[src/rtl/core/pbx_pkg.sv]
`timescale 1ns / 1ps
// Package for the packet body XOR cipher: command codes, constants and the
// beat structs shared by the core and the top level.
package pbx_pkg;

  localparam logic [1:0] CMD_KEY_WR = 2'd0;
  localparam logic [1:0] CMD_ARM    = 2'd1;
  localparam logic [1:0] CMD_ENC    = 2'd2;
  localparam logic [1:0] CMD_DEC    = 2'd3;

  localparam logic [15:0] HEADER_BYTES = 16'd8;
  localparam logic [7:0]  IDX_SALT     = 8'h02;

  typedef struct packed {
    logic [1:0]  cmd;
    logic [7:0]  key_addr;
    logic [7:0]  key_value;
    logic [7:0]  start_index;
    logic [7:0]  data_byte;
    logic        first_byte;
    logic        last_byte;
    logic        no_body;
    logic [15:0] packet_length;
    logic [7:0]  header_key_index;
    logic [7:0]  header_encrypted;
  } pbx_item_t;

  typedef struct packed {
    logic [7:0] out_byte;
    logic [7:0] out_key_index;
    logic       out_encrypted;
    logic       out_last;
  } pbx_result_t;

  typedef struct packed {
    logic keys_ready;
    logic packet_active;
  } pbx_status_t;

endpackage

[src/rtl/core/pbx_if.sv]
`timescale 1ns / 1ps
// Valid/ready channel interfaces for input items and result beats.
// Standalone; no package dependency.
interface pbx_in_if;
  logic        valid;
  logic        ready;
  logic [1:0]  cmd;
  logic [7:0]  key_addr;
  logic [7:0]  key_value;
  logic [7:0]  start_index;
  logic [7:0]  data_byte;
  logic        first_byte;
  logic        last_byte;
  logic        no_body;
  logic [15:0] packet_length;
  logic [7:0]  header_key_index;
  logic [7:0]  header_encrypted;

  modport source (output valid, cmd, key_addr, key_value, start_index, data_byte,
                  first_byte, last_byte, no_body, packet_length, header_key_index,
                  header_encrypted, input ready);
  modport sink (input valid, cmd, key_addr, key_value, start_index, data_byte,
                first_byte, last_byte, no_body, packet_length, header_key_index,
                header_encrypted, output ready);
endinterface

interface pbx_out_if;
  logic       valid;
  logic       ready;
  logic [7:0] out_byte;
  logic [7:0] out_key_index;
  logic       out_encrypted;
  logic       out_last;

  modport source (output valid, out_byte, out_key_index, out_encrypted, out_last,
                  input ready);
  modport sink (input valid, out_byte, out_key_index, out_encrypted, out_last,
                output ready);
endinterface

[src/rtl/core/packet_body_xor_cipher_unit.sv]
`timescale 1ns / 1ps
// Packet body XOR cipher, top level. The key table read feeds the stage-1
// register; the transform feeds the output register. One beat per cycle
// unless the output stalls; for encrypt beats the key read address forwards
// the next index of the beat in the transform stage. Synchronous active-low
// reset clears all cipher state and the key table valid bits; no clearing pass.
module packet_body_xor_cipher_unit (
  input  logic clk,
  input  logic rst_n,
  pbx_in_if.sink    in_if,
  pbx_out_if.source out_if
);

  pbx_pkg::pbx_item_t   in_item, s1_item_r;
  pbx_pkg::pbx_result_t res, out_r;
  pbx_pkg::pbx_status_t status;
  logic       s1_valid_r, out_valid_r;
  logic       in_ready, accept, s1_adv, has_out;
  logic [7:0] next_index_fwd, key_byte, rd_addr;

  always_comb begin
    in_item.cmd              = in_if.cmd;
    in_item.key_addr         = in_if.key_addr;
    in_item.key_value        = in_if.key_value;
    in_item.start_index      = in_if.start_index;
    in_item.data_byte        = in_if.data_byte;
    in_item.first_byte       = in_if.first_byte;
    in_item.last_byte        = in_if.last_byte;
    in_item.no_body          = in_if.no_body;
    in_item.packet_length    = in_if.packet_length;
    in_item.header_key_index = in_if.header_key_index;
    in_item.header_encrypted = in_if.header_encrypted;
  end

  assign s1_adv   = s1_valid_r && (!out_valid_r || out_if.ready);
  assign in_ready = !s1_valid_r || s1_adv;
  assign accept   = in_if.valid && in_ready;
  assign rd_addr  = (in_if.cmd == pbx_pkg::CMD_ENC) ? next_index_fwd
                                                     : in_if.header_key_index;

  pbx_key_mem u_key_mem (
    .clk     (clk),
    .rst_n   (rst_n),
    .wr_en   (accept && (in_if.cmd == pbx_pkg::CMD_KEY_WR)),
    .wr_addr (in_if.key_addr),
    .wr_data (in_if.key_value),
    .rd_en   (accept),
    .rd_addr (rd_addr),
    .rd_data (key_byte)
  );

  pbx_core u_core (
    .clk            (clk),
    .rst_n          (rst_n),
    .item           (s1_item_r),
    .key_byte       (key_byte),
    .adv            (s1_adv),
    .res            (res),
    .has_out        (has_out),
    .next_index_fwd (next_index_fwd),
    .status         (status)
  );

  always_ff @(posedge clk) begin
    if (accept) begin
      s1_item_r <= in_item;
    end
    if (s1_adv && has_out) begin
      out_r <= res;
    end
  end

  always_ff @(posedge clk) begin
    if (!rst_n) begin
      s1_valid_r  <= 1'b0;
      out_valid_r <= 1'b0;
    end else begin
      if (accept) begin
        s1_valid_r <= 1'b1;
      end else if (s1_adv) begin
        s1_valid_r <= 1'b0;
      end
      if (s1_adv && has_out) begin
        out_valid_r <= 1'b1;
      end else if (out_if.ready) begin
        out_valid_r <= 1'b0;
      end
    end
  end

  assign in_if.ready          = in_ready;
  assign out_if.valid         = out_valid_r;
  assign out_if.out_byte      = out_r.out_byte;
  assign out_if.out_key_index = out_r.out_key_index;
  assign out_if.out_encrypted = out_r.out_encrypted;
  assign out_if.out_last      = out_r.out_last;

  a_out_from_stage: assert property (@(posedge clk) disable iff (!rst_n)
    $rose(out_valid_r) |-> $past(s1_adv && has_out))
    else $error("result beat without a transformed item");

  a_arm_sets_ready: assert property (@(posedge clk) disable iff (!rst_n)
    s1_adv && (s1_item_r.cmd == pbx_pkg::CMD_ARM) |=> status.keys_ready)
    else $error("arm did not set keys ready");

  a_ready_sticky: assert property (@(posedge clk) disable iff (!rst_n)
    status.keys_ready |=> status.keys_ready)
    else $error("keys ready dropped");

  a_arm_ends_packet: assert property (@(posedge clk) disable iff (!rst_n)
    s1_adv && (s1_item_r.cmd == pbx_pkg::CMD_ARM) |=> !status.packet_active)
    else $error("arm left a packet active");

endmodule

[src/rtl/core/pbx_key_mem.sv]
`timescale 1ns / 1ps
// 256 x 8 key table, one write and one registered read port.
// Per-entry valid bits make unwritten entries read as zero. No package dependency.
module pbx_key_mem (
  input  logic       clk,
  input  logic       rst_n,
  input  logic       wr_en,
  input  logic [7:0] wr_addr,
  input  logic [7:0] wr_data,
  input  logic       rd_en,
  input  logic [7:0] rd_addr,
  output logic [7:0] rd_data
);

  logic [7:0]   mem [256];
  logic [255:0] vld_r;
  logic [7:0]   rd_data_r;
  logic         rd_vld_r;

  always_ff @(posedge clk) begin
    if (wr_en) begin
      mem[wr_addr] <= wr_data;
    end
    if (rd_en) begin
      rd_data_r <= mem[rd_addr];
    end
  end

  always_ff @(posedge clk) begin
    if (!rst_n) begin
      vld_r    <= '0;
      rd_vld_r <= 1'b0;
    end else begin
      if (wr_en) begin
        vld_r[wr_addr] <= 1'b1;
      end
      if (rd_en) begin
        rd_vld_r <= vld_r[rd_addr];
      end
    end
  end

  assign rd_data = rd_vld_r ? rd_data_r : 8'd0;

endmodule

[src/rtl/core/pbx_core.sv]
`timescale 1ns / 1ps
// Cipher state and per-beat transform: running obfuscator, byte position,
// packet and next key index. Uses pbx_pkg types and command codes.
module pbx_core (
  input  logic                clk,
  input  logic                rst_n,
  input  pbx_pkg::pbx_item_t  item,
  input  logic [7:0]          key_byte,
  input  logic                adv,
  output pbx_pkg::pbx_result_t res,
  output logic                has_out,
  output logic [7:0]          next_index_fwd,
  output pbx_pkg::pbx_status_t status
);

  logic        keys_ready_r, keys_ready_nxt;
  logic        active_r, active_nxt;
  logic [7:0]  next_index_r, next_index_nxt;
  logic [7:0]  obf_r, obf_nxt;
  logic [15:0] pos_r, pos_nxt;
  logic [7:0]  pidx_r, pidx_nxt;

  logic        enc_go, dec_go, start, xform;
  logic [7:0]  idx, obf_base, obf_new, pidx_cur;
  logic [15:0] pos_cur;

  always_comb begin
    enc_go   = (item.cmd == pbx_pkg::CMD_ENC) && keys_ready_r;
    dec_go   = (item.cmd == pbx_pkg::CMD_DEC) && keys_ready_r &&
               (item.header_encrypted != 8'd0);
    start    = item.first_byte || !active_r;
    xform    = (enc_go || dec_go) && !item.no_body;
    idx      = enc_go ? next_index_r : item.header_key_index;
    obf_base = start ? (key_byte + idx + 8'd1) : obf_r;
    pos_cur  = start ? pbx_pkg::HEADER_BYTES : pos_r;
    pidx_cur = start ? idx : pidx_r;
    obf_new  = obf_base + pos_cur[7:0] + pos_cur[15:8];

    has_out = (item.cmd == pbx_pkg::CMD_ENC) || (item.cmd == pbx_pkg::CMD_DEC);
    res.out_last = item.no_body || item.last_byte;
    if (enc_go) begin
      res.out_byte      = item.no_body ? 8'd0
                          : (item.data_byte ^ obf_new ^ (pidx_cur + pbx_pkg::IDX_SALT));
      res.out_key_index = item.no_body ? next_index_r : pidx_cur;
      res.out_encrypted = 1'b1;
    end else if (dec_go) begin
      res.out_byte      = item.no_body ? 8'd0
                          : (item.data_byte ^ obf_new ^ (pidx_cur + pbx_pkg::IDX_SALT));
      res.out_key_index = 8'd0;
      res.out_encrypted = 1'b0;
    end else begin
      res.out_byte      = item.no_body ? 8'd0 : item.data_byte;
      res.out_key_index = item.header_key_index;
      res.out_encrypted = item.header_encrypted != 8'd0;
    end

    keys_ready_nxt = keys_ready_r;
    active_nxt     = active_r;
    next_index_nxt = next_index_r;
    obf_nxt        = obf_r;
    pos_nxt        = pos_r;
    pidx_nxt       = pidx_r;
    if (adv) begin
      case (item.cmd)
        pbx_pkg::CMD_ARM: begin
          next_index_nxt = item.start_index;
          keys_ready_nxt = 1'b1;
          active_nxt     = 1'b0;
        end
        pbx_pkg::CMD_ENC, pbx_pkg::CMD_DEC: begin
          if (enc_go || dec_go) begin
            if (item.no_body) begin
              active_nxt = 1'b0;
              if (enc_go) begin
                next_index_nxt = next_index_r + item.packet_length[7:0];
              end
            end else begin
              obf_nxt    = obf_new;
              pos_nxt    = pos_cur + 16'd1;
              pidx_nxt   = pidx_cur;
              active_nxt = !item.last_byte;
              if (enc_go && item.last_byte) begin
                next_index_nxt = pidx_cur + item.packet_length[7:0];
              end
            end
          end
        end
        default: begin
        end
      endcase
    end
  end

  always_ff @(posedge clk) begin
    if (!rst_n) begin
      keys_ready_r <= 1'b0;
      active_r     <= 1'b0;
      next_index_r <= 8'd0;
      obf_r        <= 8'd0;
      pos_r        <= 16'd0;
      pidx_r       <= 8'd0;
    end else begin
      keys_ready_r <= keys_ready_nxt;
      active_r     <= active_nxt;
      next_index_r <= next_index_nxt;
      obf_r        <= obf_nxt;
      pos_r        <= pos_nxt;
      pidx_r       <= pidx_nxt;
    end
  end

  assign next_index_fwd       = next_index_nxt;
  assign status.keys_ready    = keys_ready_r;
  assign status.packet_active = active_r;

endmodule
[src/flat_wrapper.sv]
// flat-port wrapper written by rule: the top's interface ports become plain ports
module packet_body_xor_cipher_unit_flat 
  (clk, rst_n, in_if_valid, in_if_cmd, in_if_key_addr, in_if_key_value, in_if_start_index, in_if_data_byte, in_if_first_byte, in_if_last_byte, in_if_no_body, in_if_packet_length, in_if_header_key_index, in_if_header_encrypted, in_if_ready, out_if_valid, out_if_out_byte, out_if_out_key_index, out_if_out_encrypted, out_if_out_last, out_if_ready);
  pbx_in_if in_if_i ();
  pbx_out_if out_if_i ();
  input  logic clk;
  input  logic rst_n;
  input wire logic [$bits(in_if_i.valid)-1:0] in_if_valid;
  input wire logic [$bits(in_if_i.cmd)-1:0] in_if_cmd;
  input wire logic [$bits(in_if_i.key_addr)-1:0] in_if_key_addr;
  input wire logic [$bits(in_if_i.key_value)-1:0] in_if_key_value;
  input wire logic [$bits(in_if_i.start_index)-1:0] in_if_start_index;
  input wire logic [$bits(in_if_i.data_byte)-1:0] in_if_data_byte;
  input wire logic [$bits(in_if_i.first_byte)-1:0] in_if_first_byte;
  input wire logic [$bits(in_if_i.last_byte)-1:0] in_if_last_byte;
  input wire logic [$bits(in_if_i.no_body)-1:0] in_if_no_body;
  input wire logic [$bits(in_if_i.packet_length)-1:0] in_if_packet_length;
  input wire logic [$bits(in_if_i.header_key_index)-1:0] in_if_header_key_index;
  input wire logic [$bits(in_if_i.header_encrypted)-1:0] in_if_header_encrypted;
  output wire logic [$bits(in_if_i.ready)-1:0] in_if_ready;
  output wire logic [$bits(out_if_i.valid)-1:0] out_if_valid;
  output wire logic [$bits(out_if_i.out_byte)-1:0] out_if_out_byte;
  output wire logic [$bits(out_if_i.out_key_index)-1:0] out_if_out_key_index;
  output wire logic [$bits(out_if_i.out_encrypted)-1:0] out_if_out_encrypted;
  output wire logic [$bits(out_if_i.out_last)-1:0] out_if_out_last;
  input wire logic [$bits(out_if_i.ready)-1:0] out_if_ready;
  assign in_if_i.valid = in_if_valid;
  assign in_if_i.cmd = in_if_cmd;
  assign in_if_i.key_addr = in_if_key_addr;
  assign in_if_i.key_value = in_if_key_value;
  assign in_if_i.start_index = in_if_start_index;
  assign in_if_i.data_byte = in_if_data_byte;
  assign in_if_i.first_byte = in_if_first_byte;
  assign in_if_i.last_byte = in_if_last_byte;
  assign in_if_i.no_body = in_if_no_body;
  assign in_if_i.packet_length = in_if_packet_length;
  assign in_if_i.header_key_index = in_if_header_key_index;
  assign in_if_i.header_encrypted = in_if_header_encrypted;
  assign in_if_ready = in_if_i.ready;
  assign out_if_valid = out_if_i.valid;
  assign out_if_out_byte = out_if_i.out_byte;
  assign out_if_out_key_index = out_if_i.out_key_index;
  assign out_if_out_encrypted = out_if_i.out_encrypted;
  assign out_if_out_last = out_if_i.out_last;
  assign out_if_i.ready = out_if_ready;
  packet_body_xor_cipher_unit u_core (.clk(clk), .rst_n(rst_n), .in_if(in_if_i), .out_if(out_if_i));
endmodule
[config.mk]
export PLATFORM = sky130hd
export DESIGN_NAME = packet_body_xor_cipher_unit_flat
export DESIGN_NICKNAME = d
export VERILOG_FILES = /design/src/rtl/core/pbx_pkg.sv /design/src/rtl/core/pbx_if.sv /design/src/rtl/core/packet_body_xor_cipher_unit.sv /design/src/rtl/core/pbx_key_mem.sv /design/src/rtl/core/pbx_core.sv /design/src/flat_wrapper.sv
export SDC_FILE = /design/constraint.sdc
export NUM_CORES = 2
export LEC_CHECK = 0
export ABC_AREA = 1
export CELL_PAD_IN_SITES_DETAIL_PLACEMENT = 1
export CELL_PAD_IN_SITES_GLOBAL_PLACEMENT = 1
export CORE_AREA = 3 3 555 419
export DETAILED_ROUTE_END_ITERATION = 8
export DIE_AREA = 0 0 558 422
export DONT_BUFFER_PORTS = 1
export PLACE_DENSITY_LB_ADDON = 0.15
export SETUP_SLACK_MARGIN = 0.4
export SYNTH_ARGS = -nofsm -noshare
export SYNTH_HDL_FRONTEND = slang
export SYNTH_SLANG_ARGS = --single-unit
[constraint.sdc]
create_clock -name clk -period 4.4 [get_ports clk]
set_clock_uncertainty 0.15 [all_clocks]
set_input_delay 0.44 -clock clk [delete_from_list [all_inputs] [get_ports clk]]
set_output_delay 0.44 -clock clk [all_outputs]
set_load 0.1 [all_outputs]
==> summary.md <==
| Metric | Value |
|---|---|
| Final-report setup violation count | `12` |
| Total routing resource utilization after global routing | `27.9%` |
| Routability congestion estimate | `roughly 0.87` |
| Die height | `around 420 um` |
| Final hold slack | `66.4 ps` |
| Clk slew on worst S/H paths | `~60 ps` |
| Fraction of synthesis flops using an asynchronous set or reset pin | `0%` |
| Count of synthesis-stage warnings from yosys | `0` |
| DR DRC count | `0` |
| Total number of placement rows | `roughly 150` |
| Number of failing hold endpoints at the final stage | `0` |
| Synth Net Count | `a little under 9000` |
| Number of storage elements in the synthesis netlist | `2420` |
| Primary flip-flop cell chosen by synthesis mapping | `sky130_fd_sc_hd__edfxtp_1` |
| Largest stage delay on the critical path | `approximately 520 ps` |
| Largest voltage drop on the vdd net | `roughly 0.43 mV` |
| Summed negative setup slack over all endpoints | `-1340 ps` |
| Cell type contributing the most total cell area after synthesis | `sky130_fd_sc_hd__edfxtp_1` |
| Maximum fanout along the worst path | `28` |
| Clock latency at the later pin of the worst-skew pair | `940 ps` |
| Number of antenna violations at the first check in global routing | `7` |
| Synthesis-to-finish area growth | `18.4%` |
| Wire length of the first global-routing pass | `494 mm` |
| Maximum number of pins on one net before global-route repair | `257` |
| Synth cell types | `49` |
| Length of the first detailed-routing pass in iterations | `6` |
| Routed wire per std cell | `27.5 um` |
| Fmax | `0.219 GHz` |
| Result of the run | `finished with violations` |
| DIE AREA | `0.235 mm^2` |
| Sequential-to-total area share from yosys stat | `69.8%` |
| Max-cap violations | `0` |
| Slowest CP cell | `sky130_fd_sc_hd__fa_1` |
| Number of flops mapped to enable cells by yosys | `2119` |
| Effective utilization at floorplan | `43.8%` |
| Area contributors post-synth | `sky130_fd_sc_hd__edfxtp_1, sky130_fd_sc_hd__nor2_1, sky130_fd_sc_hd__dfxtp_1` |
| Via count | `72300` |
| Largest delay share family, worst path | `simple AND/OR/NAND/NOR gates` |
| Post-route ant nets | `0` |
| Number of clock sinks | `2420` |
| Total clock buffers created by CTS | `between 200 and 250` |
| Data arrival time of the critical path | `5070 ps` |
| TritonCTS clock tree | `yes` |
| Number of fill cells | `23400` |
| Cell Count, Final, Fillers Out | `12300` |
| Post-synthesis instance area | `between 0.09 and 0.1 mm^2` |
| I/O Pins | `93` |
| Buf/Inv on CP | `7` |
| Violations in the final reports | `max-slew violations, negative setup slack` |
| Share of the clock period used by the worst path | `104%` |
| Via count of the first global-routing pass | `73200` |
| Number of H-tree levels | `4` |
| Unrepaired setup endpoints after global routing | `true` |
| Layout Nets | `9191` |
| Final setup margin | `-165 ps` |
| Count of mapped cells out of synthesis | `8673` |
| Total Routed Length | `between 300 and 400 mm` |
| Worst hold-check path type | `in2reg` |
| Worst slew pin tran | `2820 ps` |
| Cell with the most instances on the worst path | `sky130_fd_sc_hd__nand3_1` |
| Slew HR | `-88.1%` |
| Slew Viols, Final | `342` |
| Floorplan Core Area | `around 0.23 mm^2` |
| Layout cells sized above 1 | `13.8%` |
| Port Buffers | `0` |
| DP HPWL | `roughly 200 mm` |
| Deepest clock path buffer count | `4` |
| Clock root buffer | `sky130_fd_sc_hd__clkbuf_16` |
| Cell leakage power | `41.4 nW` |
| WP data required | `about 4900 ps` |
| Kind of critical path | `reg2reg` |
| Endpoint kind of the worst setup timing path | `flip-flop` |
| Setup crit start kind | `flip-flop` |
| Final global-route overflow total | `0` |
| Area fraction of the dominant cell type after synthesis | `63.7%` |
| Violation count after the first detailed-routing iteration | `8399` |
| Dpl cells | `between 10000 and 15000` |
| Power per standard cell area | `442 mW/mm^2` |
| Via density per instance | `5.88` |
| Overall die width | `around 560 um` |
| Time the worst path needs with I/O delays and setup | `4560 ps` |
| Average cell area after synthesis | `11.5 um^2` |
-- routing by layer --
| metal | up-vias | GRT usage [%] | wire length (um) |
|---|---|---|---|
| met3 | 488 | 3.91 | 25100 |
| met1 | 37300 | 41.2 | 150000 |
| li1 | 31700 | - | - |
| met5 | - | 0 | 0 |
| met4 | 0 | 7.47 | 9370 |
| met2 | 2728 | 43.3 | 153000 |
-- registers in the layout, indices dropped and copies added, names as in the netlist --
signal	count
u_core.out_if.out_last	1
u_core.u_core.next_index_r	8
u_core.u_core.pidx_r	8
u_core.u_core.obf_r	8
u_core.out_if.out_byte	8
u_core.u_core.keys_ready_r	1
u_core.out_if.valid	1
u_core.u_core.active_r	1
u_core.out_if.out_key_index	8
u_core.out_if.out_encrypted	1
u_core.s1_valid_r	1
u_core.u_key_mem.vld_r	256
u_core.u_key_mem.rd_data_r	8
u_core.u_key_mem.rd_vld_r	1
u_core.s1_item_r	45
u_core.u_key_mem.mem	2048
u_core.u_core.pos_r	16
-- where the power goes --
group | total [W] | switching (W) | internal, W
Sequential | 0.0251 | 0.0000712 | 0.0250
Combinational | 0.00653 | 0.00427 | 0.00226
Clock | 0.0206 | 0.00907 | 0.0115
-- path summary, 6_finish.rpt --
path / start / end / slack (ps) / depth (start not counted)
setup / recovery: u_core.s1_item_r[67]$_DFFE_PP_ / u_core.u_key_mem.rd_data_r[5]$_DFFE_PP_ / -160 / 27
hold reg to reg: u_core.u_core.obf_r[2]$_SDFFE_PN0P_ / u_core.u_core.obf_r[2]$_SDFFE_PN0P_ / 310 / 2
setup reg to reg: u_core.s1_item_r[67]$_DFFE_PP_ / u_core.u_key_mem.rd_data_r[5]$_DFFE_PP_ / -160 / 27
hold / removal: in_if_header_key_index[6] / u_core.u_key_mem.rd_data_r[5]$_DFFE_PP_ / 70 / 6
-- Yosys cell counts, types with 33 or more instances --
library cell,n
sky130_fd_sc_hd__o211ai_1,546
sky130_fd_sc_hd__nand3b_1,60
sky130_fd_sc_hd__nor2_1,1776
sky130_fd_sc_hd__buf_6,43
sky130_fd_sc_hd__o21ai_0,1020
sky130_fd_sc_hd__dfxtp_1,301
sky130_fd_sc_hd__edfxtp_1,2119
sky130_fd_sc_hd__buf_2,252
sky130_fd_sc_hd__nand2_1,498
sky130_fd_sc_hd__inv_1,508
sky130_fd_sc_hd__o21ai_1,203
sky130_fd_sc_hd__nand3_1,717
sky130_fd_sc_hd__o221ai_1,33
sky130_fd_sc_hd__a21oi_1,120
sky130_fd_sc_hd__clkbuf_1,241
-- cells by family (layout without fill, tap and decap cells) --
family / Yosys count / count (layout) / share of synthesized area, %
other cells: 0 / 4 / 0
buf+inv: 1107 / 1716 / 4.90
compound gates: 1979 / 1979 / 11.6
fa+ha+maj: 40 / 40 / 0.584
flops: 2420 / 2420 / 69.8
simple gates: 3098 / 3098 / 12.9
xor+xnor: 29 / 29 / 0.254
-- placed cells by master (no fill, tap or decap), types with 45 or more instances in the layout --
master and instances:
sky130_fd_sc_hd__edfxtp_1 2119, sky130_fd_sc_hd__nor2_1 1772, sky130_fd_sc_hd__o21ai_0 973, sky130_fd_sc_hd__nand3_1 592, sky130_fd_sc_hd__o211ai_1 546, sky130_fd_sc_hd__inv_1 483, sky130_fd_sc_hd__nand2_1 477, sky130_fd_sc_hd__buf_4 436
sky130_fd_sc_hd__dfxtp_1 300, sky130_fd_sc_hd__clkbuf_16 253, sky130_fd_sc_hd__o21ai_1 224, sky130_fd_sc_hd__nand3_2 117, sky130_fd_sc_hd__a21oi_1 107, sky130_fd_sc_hd__buf_12 105, sky130_fd_sc_hd__dlygate4sd3_1 90, sky130_fd_sc_hd__clkbuf_1 67
sky130_fd_sc_hd__nand3b_1 60, sky130_fd_sc_hd__buf_6 58, sky130_fd_sc_hd__clkinv_2 45
-- metrics by stage --
| stage | area [um^2] | util, % | worst slack, ps | total power [W] |
|---|---|---|---|---|
| 2_1_floorplan | 100000 | - | 186 | 0.0284 |
| 3_3_place_gp | 106000 | 46.7 | -531 | 0.0307 |
| 3_5_place_dp | 106000 | 46.7 | -537 | 0.0308 |
| 4_1_cts | 117000 | 51.2 | -117 | 0.0521 |
| 5_1_grt | 118000 | 51.8 | -396 | 0.0538 |
| 6_report | 118000 | 51.8 | -165 | 0.0522 |
-- what timing repair did --
action | in CTS | in global routing
pin swaps | 83 | 107
hold buffers | 95 | 4
gates resized for setup | 229 | 170
setup endpoints to repair | 16 | 19
buffers inserted | 35 | 18
endpoints found under the hold margin | 2326 | 286
cloned | 11 | 11
-- final cells by class --
| class | count | area [um^2] | area share (%) |
|---|---|---|---|
| antenna | 4 | 10.0 | 0.00847 |
| inverter | 521 | 2020 | 1.71 |
| clock inverter | 102 | 910 | 0.770 |
| clock buffer | 345 | 6800 | 5.76 |
| sequential | 2420 | 69700 | 58.9 |
| multi-input combinational | 5146 | 26500 | 22.5 |
| tap | 3003 | 3760 | 3.18 |
| timing repair inverter | 1 | 16.3 | 0.0138 |
| timing repair buffer | 747 | 8470 | 7.17 |
-- worst reg2reg max path, delay by kind of cell (launching register included) --
kind / cells / cell delay (ps)
buffers and inverters: 7 / 880
adder cells (fa/ha/maj): 2 / 730
flip-flops: 1 / 400
AO/OA/AOI/OAI: 6 / 970
AND/OR/NAND/NOR: 12 / 1230
No activity file was read; power rests on OpenSTA's default activity.
